--- src/sv/vrm_pkg.sv ---
// ----------------------------------------------------------------------------
// vrm_pkg
// types and constants of the vertical resample multiply-accumulate core
// ----------------------------------------------------------------------------
package vrm_pkg;

  localparam int unsigned SampleWidth = 14;
  localparam int unsigned CoefWidth   = 16;
  localparam int unsigned TermWidth   = 16;
  localparam int unsigned AccWidth    = 16;
  localparam int unsigned OutWidth    = 14;
  localparam int unsigned PackedShift = 7;
  localparam int unsigned PackedBits  = 8;

  // 16383 less the rounding margin
  localparam logic [OutWidth-1:0] ClampHigh = OutWidth'(16383 - 42);

  localparam int unsigned InDataWidth  = 64;
  localparam int unsigned OutDataWidth = 48;
  localparam int unsigned AddrWidth    = 3;

  // value of the top address bit that selects the input format register
  localparam logic RegInputFormat = 1'b0;

  typedef enum logic {
    FmtPlanar = 1'b0,
    FmtPacked = 1'b1
  } fmt_e;

  typedef struct packed {
    logic en;
    logic last;
  } acc_ctrl_t;

endpackage

--- src/sv/vrm_term.sv ---
// ----------------------------------------------------------------------------
// vrm_term
// prescales one sample and forms the doubled high half of sample times weight
// ----------------------------------------------------------------------------
module vrm_term (
  input  vrm_pkg::fmt_e                        fmt_i,
  input  logic [vrm_pkg::SampleWidth-1:0]      sample_i,
  input  logic signed [vrm_pkg::CoefWidth-1:0] coef_i,
  output logic signed [vrm_pkg::TermWidth-1:0] term_o
);
  import vrm_pkg::*;

  logic [TermWidth-1:0]                scaled;
  logic signed [TermWidth+CoefWidth-1:0] prod;

  always_comb begin
    if (fmt_i == FmtPacked) begin
      scaled = {1'b0, sample_i[PackedBits-1:0], {PackedShift{1'b0}}};
    end else begin
      scaled = {1'b0, sample_i, 1'b0};
    end
  end

  // scaled never has its top bit set, so it is a valid signed operand
  assign prod = $signed(scaled) * coef_i;

  // arithmetic shift by 16, then doubled with 16-bit wrap
  assign term_o = $signed({prod[TermWidth+CoefWidth-2:CoefWidth], 1'b0});

endmodule

--- src/sv/vrm_acc.sv ---
// ----------------------------------------------------------------------------
// vrm_acc
// one channel accumulator with signed saturation and output clamp
// ----------------------------------------------------------------------------
module vrm_acc (
  input  logic                                 clk_i,
  input  logic                                 rst_ni,
  input  vrm_pkg::acc_ctrl_t                   ctrl_i,
  input  logic signed [vrm_pkg::TermWidth-1:0] term_i,
  output logic [vrm_pkg::OutWidth-1:0]         value_o
);
  import vrm_pkg::*;

  logic signed [AccWidth-1:0] acc_q, acc_d;
  logic signed [AccWidth:0]   sum;
  logic signed [AccWidth-1:0] sat;

  assign sum = {acc_q[AccWidth-1], acc_q} + {term_i[TermWidth-1], term_i};

  always_comb begin
    if (sum[AccWidth] != sum[AccWidth-1]) begin
      sat = sum[AccWidth] ? {1'b1, {(AccWidth-1){1'b0}}} : {1'b0, {(AccWidth-1){1'b1}}};
    end else begin
      sat = sum[AccWidth-1:0];
    end
  end

  always_comb begin
    if (sat[AccWidth-1]) begin
      value_o = '0;
    end else if (sat > $signed({{(AccWidth-OutWidth){1'b0}}, ClampHigh})) begin
      value_o = ClampHigh;
    end else begin
      value_o = sat[OutWidth-1:0];
    end
  end

  always_comb begin
    acc_d = acc_q;
    if (ctrl_i.en) begin
      acc_d = ctrl_i.last ? '0 : sat;
    end
  end

  always_ff @(posedge clk_i or negedge rst_ni) begin
    if (!rst_ni) begin
      acc_q <= '0;
    end else begin
      acc_q <= acc_d;
    end
  end

endmodule

--- src/sv/vertical_resample_mac_core.sv ---
// ----------------------------------------------------------------------------
// vertical_resample_mac_core
// vertical resampling filter tap accumulator, blue, green and red in parallel
// ----------------------------------------------------------------------------
// Takes one filter tap per clock and gives one pixel after each tap marked
// tlast. A tap passes an input register, a 16x16 multiplier per channel with
// its term register, and the accumulators feeding the output register. Once
// its last tap has passed the input and term registers, a pixel shows on
// m_axis_tvalid. Every stage moves on its own: while a finished pixel waits
// for m_axis_tready, taps flow on until the next last tap is in the term
// register and the input register is full; only then does s_axis_tready
// drop. With a ready sink the sustained rate is one tap per cycle.
module vertical_resample_mac_core (
  input  logic                               clk_i,
  input  logic                               rst_ni,
  // tap stream
  input  logic                               s_axis_tvalid,
  output logic                               s_axis_tready,
  // sample_blue[13:0], sample_green[27:14], sample_red[41:28], coefficient[57:42]
  input  logic [vrm_pkg::InDataWidth-1:0]    s_axis_tdata,
  input  logic                               s_axis_tlast,
  // pixel stream
  output logic                               m_axis_tvalid,
  input  logic                               m_axis_tready,
  // out_blue[13:0], out_green[27:14], out_red[41:28]
  output logic [vrm_pkg::OutDataWidth-1:0]   m_axis_tdata,
  // register port
  input  logic                               psel,
  input  logic                               penable,
  input  logic                               pwrite,
  input  logic [vrm_pkg::AddrWidth-1:0]      paddr,
  input  logic [31:0]                        pwdata,
  output logic [31:0]                        prdata,
  output logic                               pready
);
  import vrm_pkg::*;

  localparam int unsigned NumCh = 3;

  fmt_e fmt_q;

  logic                          s1_valid_q;
  logic [SampleWidth-1:0]        s1_sample_q [NumCh];
  logic signed [CoefWidth-1:0]   s1_coef_q;
  logic                          s1_last_q;

  logic                          s2_valid_q;
  logic signed [TermWidth-1:0]   s2_term_q [NumCh];
  logic                          s2_last_q;

  logic                          out_valid_q;
  logic [OutWidth-1:0]           out_q [NumCh];

  logic signed [TermWidth-1:0]   term [NumCh];
  logic [OutWidth-1:0]           value [NumCh];
  acc_ctrl_t                     acc_ctrl;

  logic out_free, s2_go, s2_free, s1_go, s_accept, cfg_wr;

  // register port
  assign pready = 1'b1;
  assign cfg_wr = psel && penable && pwrite && (paddr[AddrWidth-1] == RegInputFormat);
  assign prdata = (paddr[AddrWidth-1] == RegInputFormat) ? {31'b0, fmt_q} : '0;

  always_ff @(posedge clk_i or negedge rst_ni) begin
    if (!rst_ni) begin
      fmt_q <= FmtPlanar;
    end else if (cfg_wr) begin
      fmt_q <= fmt_e'(pwdata[0]);
    end
  end

  // per-stage flow control
  assign out_free      = !out_valid_q || m_axis_tready;
  assign s2_go         = s2_valid_q && (!s2_last_q || out_free);
  assign s2_free       = !s2_valid_q || s2_go;
  assign s1_go         = s1_valid_q && s2_free;
  assign s_axis_tready = !s1_valid_q || s1_go;
  assign s_accept      = s_axis_tvalid && s_axis_tready;

  always_ff @(posedge clk_i or negedge rst_ni) begin
    if (!rst_ni) begin
      s1_valid_q  <= 1'b0;
      s2_valid_q  <= 1'b0;
      out_valid_q <= 1'b0;
    end else begin
      if (s_accept) begin
        s1_valid_q <= 1'b1;
      end else if (s1_go) begin
        s1_valid_q <= 1'b0;
      end
      if (s1_go) begin
        s2_valid_q <= 1'b1;
      end else if (s2_go) begin
        s2_valid_q <= 1'b0;
      end
      if (s2_go && s2_last_q) begin
        out_valid_q <= 1'b1;
      end else if (m_axis_tready) begin
        out_valid_q <= 1'b0;
      end
    end
  end

  always_ff @(posedge clk_i) begin
    if (s_accept) begin
      s1_sample_q[0] <= s_axis_tdata[SampleWidth-1:0];
      s1_sample_q[1] <= s_axis_tdata[2*SampleWidth-1:SampleWidth];
      s1_sample_q[2] <= s_axis_tdata[3*SampleWidth-1:2*SampleWidth];
      s1_coef_q      <= $signed(s_axis_tdata[3*SampleWidth+CoefWidth-1:3*SampleWidth]);
      s1_last_q      <= s_axis_tlast;
    end
    if (s1_go) begin
      s2_term_q <= term;
      s2_last_q <= s1_last_q;
    end
    if (s2_go && s2_last_q) begin
      out_q <= value;
    end
  end

  assign acc_ctrl.en   = s2_go;
  assign acc_ctrl.last = s2_last_q;

  for (genvar c = 0; c < NumCh; c++) begin : g_ch
    vrm_term u_term (
      .fmt_i    (fmt_q),
      .sample_i (s1_sample_q[c]),
      .coef_i   (s1_coef_q),
      .term_o   (term[c])
    );

    vrm_acc u_acc (
      .clk_i   (clk_i),
      .rst_ni  (rst_ni),
      .ctrl_i  (acc_ctrl),
      .term_i  (s2_term_q[c]),
      .value_o (value[c])
    );
  end

  assign m_axis_tvalid = out_valid_q;
  assign m_axis_tdata  = {{(OutDataWidth-NumCh*OutWidth){1'b0}}, out_q[2], out_q[1], out_q[0]};

endmodule

--- config.mk ---
export PLATFORM = sky130hd
export DESIGN_NAME = vertical_resample_mac_core
export DESIGN_NICKNAME = d
export VERILOG_FILES = /design/src/sv/vrm_pkg.sv /design/src/sv/vrm_term.sv /design/src/sv/vrm_acc.sv /design/src/sv/vertical_resample_mac_core.sv
export SDC_FILE = /design/constraint.sdc
export NUM_CORES = 2
export LEC_CHECK = 0
export ABC_AREA = 1
export BUFFER_PORTS_ARGS = -buffer_cell sky130_fd_sc_hd__clkbuf_2
export CAP_MARGIN = 20
export CORE_MARGIN = 2
export CORE_UTILIZATION = 35
export CTS_BUF_LIST = sky130_fd_sc_hd__clkbuf_4
export CTS_CLUSTER_DIAMETER = 60
export DETAILED_ROUTE_END_ITERATION = 12
export PLACE_DENSITY = 0.6
export REMOVE_ABC_BUFFERS = 1
export SETUP_SLACK_MARGIN = 0.15
export SYNTH_ARGS = -nofsm -noshare
export SYNTH_HDL_FRONTEND = slang
export SYNTH_HIERARCHICAL = 1
export SYNTH_SLANG_ARGS = --single-unit
--- constraint.sdc ---
create_clock -name clk_i -period 8.4 [get_ports clk_i]
set_clock_uncertainty 0.15 [all_clocks]
set_input_delay 1.68 -clock clk_i [delete_from_list [all_inputs] [get_ports clk_i]]
set_output_delay 1.68 -clock clk_i [all_outputs]
set_load 0.02 [all_outputs]
==> results.toml <==
[sta]
tightest_slew_ns = 1.17
setup_tns_ns = 0
slew_violations = 0
maxSlewHeadroom = 0.221
hold_viol = 0
fmax_ghz = 0.135
setup_viol = 0
setup_slack_ns = 1.02
rsz0062_at_grt = "no"
fin_crit_ns = 7.38
min_period_over_period = 0.879

[grt]
antenna_found_initial = 2
grt_pass1_vias = 28800
grt_overflow_total = 0
grt_pass1_wl_mm = 154
grt_usage = 0.191
grt_max_degree = 60

[detailed_routing]
vias_per_cell = 4.82
first_iter_violations = 1849
routedWlPerCell_um = 16.2
vias = 28100
final_antenna_net_count = 0
drt_pass1_iterations = 6
drc = 0
wl_mm = 94.2

[floorplanning]
fp.coreArea_um2 = 98400
die_h_um = 319
row_count = 115
die_w_um = 319
pin_count = 190
start_util = 0.353
die-area_um2 = 102000

[synth]
yosys_warnings = 6
yosys_most_used_dff = "edfxtp_1"
synthDistinctLibCells = 50
yosys-top-cells-area = "fa_1 29%, ha_1 14%, edfxtp_1 13%"
yosys.area.top_type_share = 0.288
synth_common_cells = "1000 x inv_1, 905 x nand2_1, 544 x nor2_1"
yosysMostFrequentCell = "inv_1"
synthCells = 4355
synth_seq_cells = 202
synthArstFlopShare = 0.257
synthesis.area_um2 = 34800
syn_avg_cell_area_um2 = 7.98
yosys.area.top_type = "fa_1"
synth-edff-count = 150
ys_seq_area_frac = 0.167

[place]
dp_cells = 5706
place_congestion = 0.934
dp_hpwl_mm = 76.3
place_area_um2 = 36700
port_buffers = 112
pre_cts_ws_ns = 1.12

[worst_setup_path]
startpoint_type = "flop"
cp_max_fo = 32
crit_type = "flop to flop"
critical_path_arrival_ns = 7.80
end_kind = "flop"
cp.required_ns = 8.82
reg2reg_depth = 20

[final_layout]
drive_gt1_frac = 0.0883
instances_no_fill = 5832
design_area_um2 = 37500
multiInputGateArea_um2 = 24500
seqCellArea_um2 = 5810
final_nets = 5480
syn_to_final_growth_pct = 7.97
fillers = 10200

[clock_tree]
clock_latency_ns = 0.91
htreeDepth = 3
cts.sinks = 202
cts_resized = 0
cts_buffers = 67
holdBufCountCts = 0
cts_max_path_buffers = 3
path_clk_slew_ns = 0.06
cts_setup_buffers = 0
cts_tree = "built"
root_buffer = "clkbuf_4"

[job]
max-cap-violations = 0

[hold_path]
holdPathStages = 0
hp-class = "flop to flop"

[run_status]
outcome = "finished, final reports clean"
==> worst max-delay path, cell delays in order, from the launching register on <==
cell and delay (ns):
dfrtp_2 0.63, buf_12 0.28, nor2_1 0.51, clkinv_1 0.50
nor2_1 0.26, fa_1 0.47, fa_1 0.52, fa_1 0.53
fa_1 0.53, fa_1 0.55, inv_1 0.06, fa_1 0.55
inv_1 0.05, ha_1 0.35, a21oi_1 0.25, o21ai_0 0.18
a21o_1 0.21, a21boi_0 0.22, nand2_1 0.09, nand2_1 0.06
nand2_1 0.05
==> logic make-up after synthesis <==
group	after synthesis	synth area share
other	5	0.000540
adder cells (fa/ha/maj)	885	0.427
XOR/XNOR	34	0.00856
AO/OA/AOI/OAI	314	0.0521
flip-flops	202	0.167
AND/OR/NAND/NOR	1757	0.212
buffers and inverters	1158	0.133
==> sequential cells by signal (all words and copies together), names as in the netlist <==
name,cells
s2_last_q,1
s1_valid_q,1
fmt_q,1
s1_coef_q,16
s2_valid_q,1
s1_last_q,1
m_axis_tvalid,1
s1_sample_q,42
m_axis_tdata,42
g_ch.u_acc/acc_q,48
s2_term_q,48
==> cell type report <==
class / count / area share
Antenna cell: 6 / 0.000400
Clock buffer: 90 / 0.0180
Clock inverter: 30 / 0.00370
Inverter: 1024 / 0.103
Multi-Input combinational cell: 3031 / 0.652
Sequential cell: 202 / 0.155
Tap cell: 1287 / 0.0429
Timing Repair Buffer: 162 / 0.0253
==> metal layers <==
| layer | vias to the layer above | share of wire | track usage |
|---|---|---|---|
| met2 | 980 | 0.44 | 0.302 |
| met1 | 13600 | 0.46 | 0.265 |
| li1 | 13400 | - | - |
| met3 | 142 | 0.078 | 0.0375 |
| met5 | - | 0 | 0 |
| met4 | 0 | 0.021 | 0.0506 |
==> path summary, 6_finish.rpt <==
| kind | startpoint | end | slack [ns] |
|---|---|---|---|
| setup / recovery | fmt_q | s2_term_q[43] | 1.02 |
| hold / removal | s1_last_q | s2_last_q | 0.28 |
| setup reg to reg | fmt_q | s2_term_q[43] | 1.02 |
| hold reg to reg | s1_last_q | s2_last_q | 0.28 |
| max in group asynchronous | rst_ni | g_ch[2].u_acc/acc_q[14] | 6.60 |
| min in group asynchronous | rst_ni | g_ch[0].u_acc/acc_q[1] | 0.83 |
==> cells in the final DEF, fill, tap and decap left out, types with 10 or more instances in the layout <==
| cell | Yosys | routed |
|---|---|---|
| inv_1 | 1000 | 997 |
| nand2_1 | 905 | 905 |
| nor2_1 | 544 | 543 |
| fa_1 | 501 | 501 |
| ha_1 | 384 | 384 |
| edfxtp_1 | 150 | 150 |
| nand3_1 | 131 | 131 |
| a21oi_1 | 123 | 123 |
| clkbuf_2 | 0 | 111 |
| clkbuf_4 | 0 | 90 |
| o21ai_0 | 66 | 66 |
| dfrtp_1 | 52 | 51 |
| buf_4 | 47 | 49 |
| o22ai_1 | 48 | 48 |
| nand2_2 | 41 | 41 |
| conb_1 | 5 | 41 |
| nand3_2 | 34 | 34 |
| clkinv_1 | 14 | 30 |
| xor2_1 | 22 | 22 |
| nand4_1 | 21 | 21 |
| nor3_1 | 21 | 21 |
| a21o_1 | 15 | 15 |
| o21ai_1 | 14 | 14 |
| inv_2 | 7 | 12 |
| xnor2_1 | 12 | 12 |
| nand3b_1 | 11 | 11 |
| nor2_2 | 10 | 10 |
| o21bai_1 | 10 | 10 |
==> metrics by stage <==
stage	util	hold slack, ns
floorplan	-	0.250
global placement	0.373	0.253
detailed placement	0.373	0.272
CTS	0.381	0.278
global route	0.381	0.289
finish	0.381	0.276
Power is left out: the tool's default activity adds up to more than one toggle a clock period on the data nets, which glitch-free logic cannot reach.
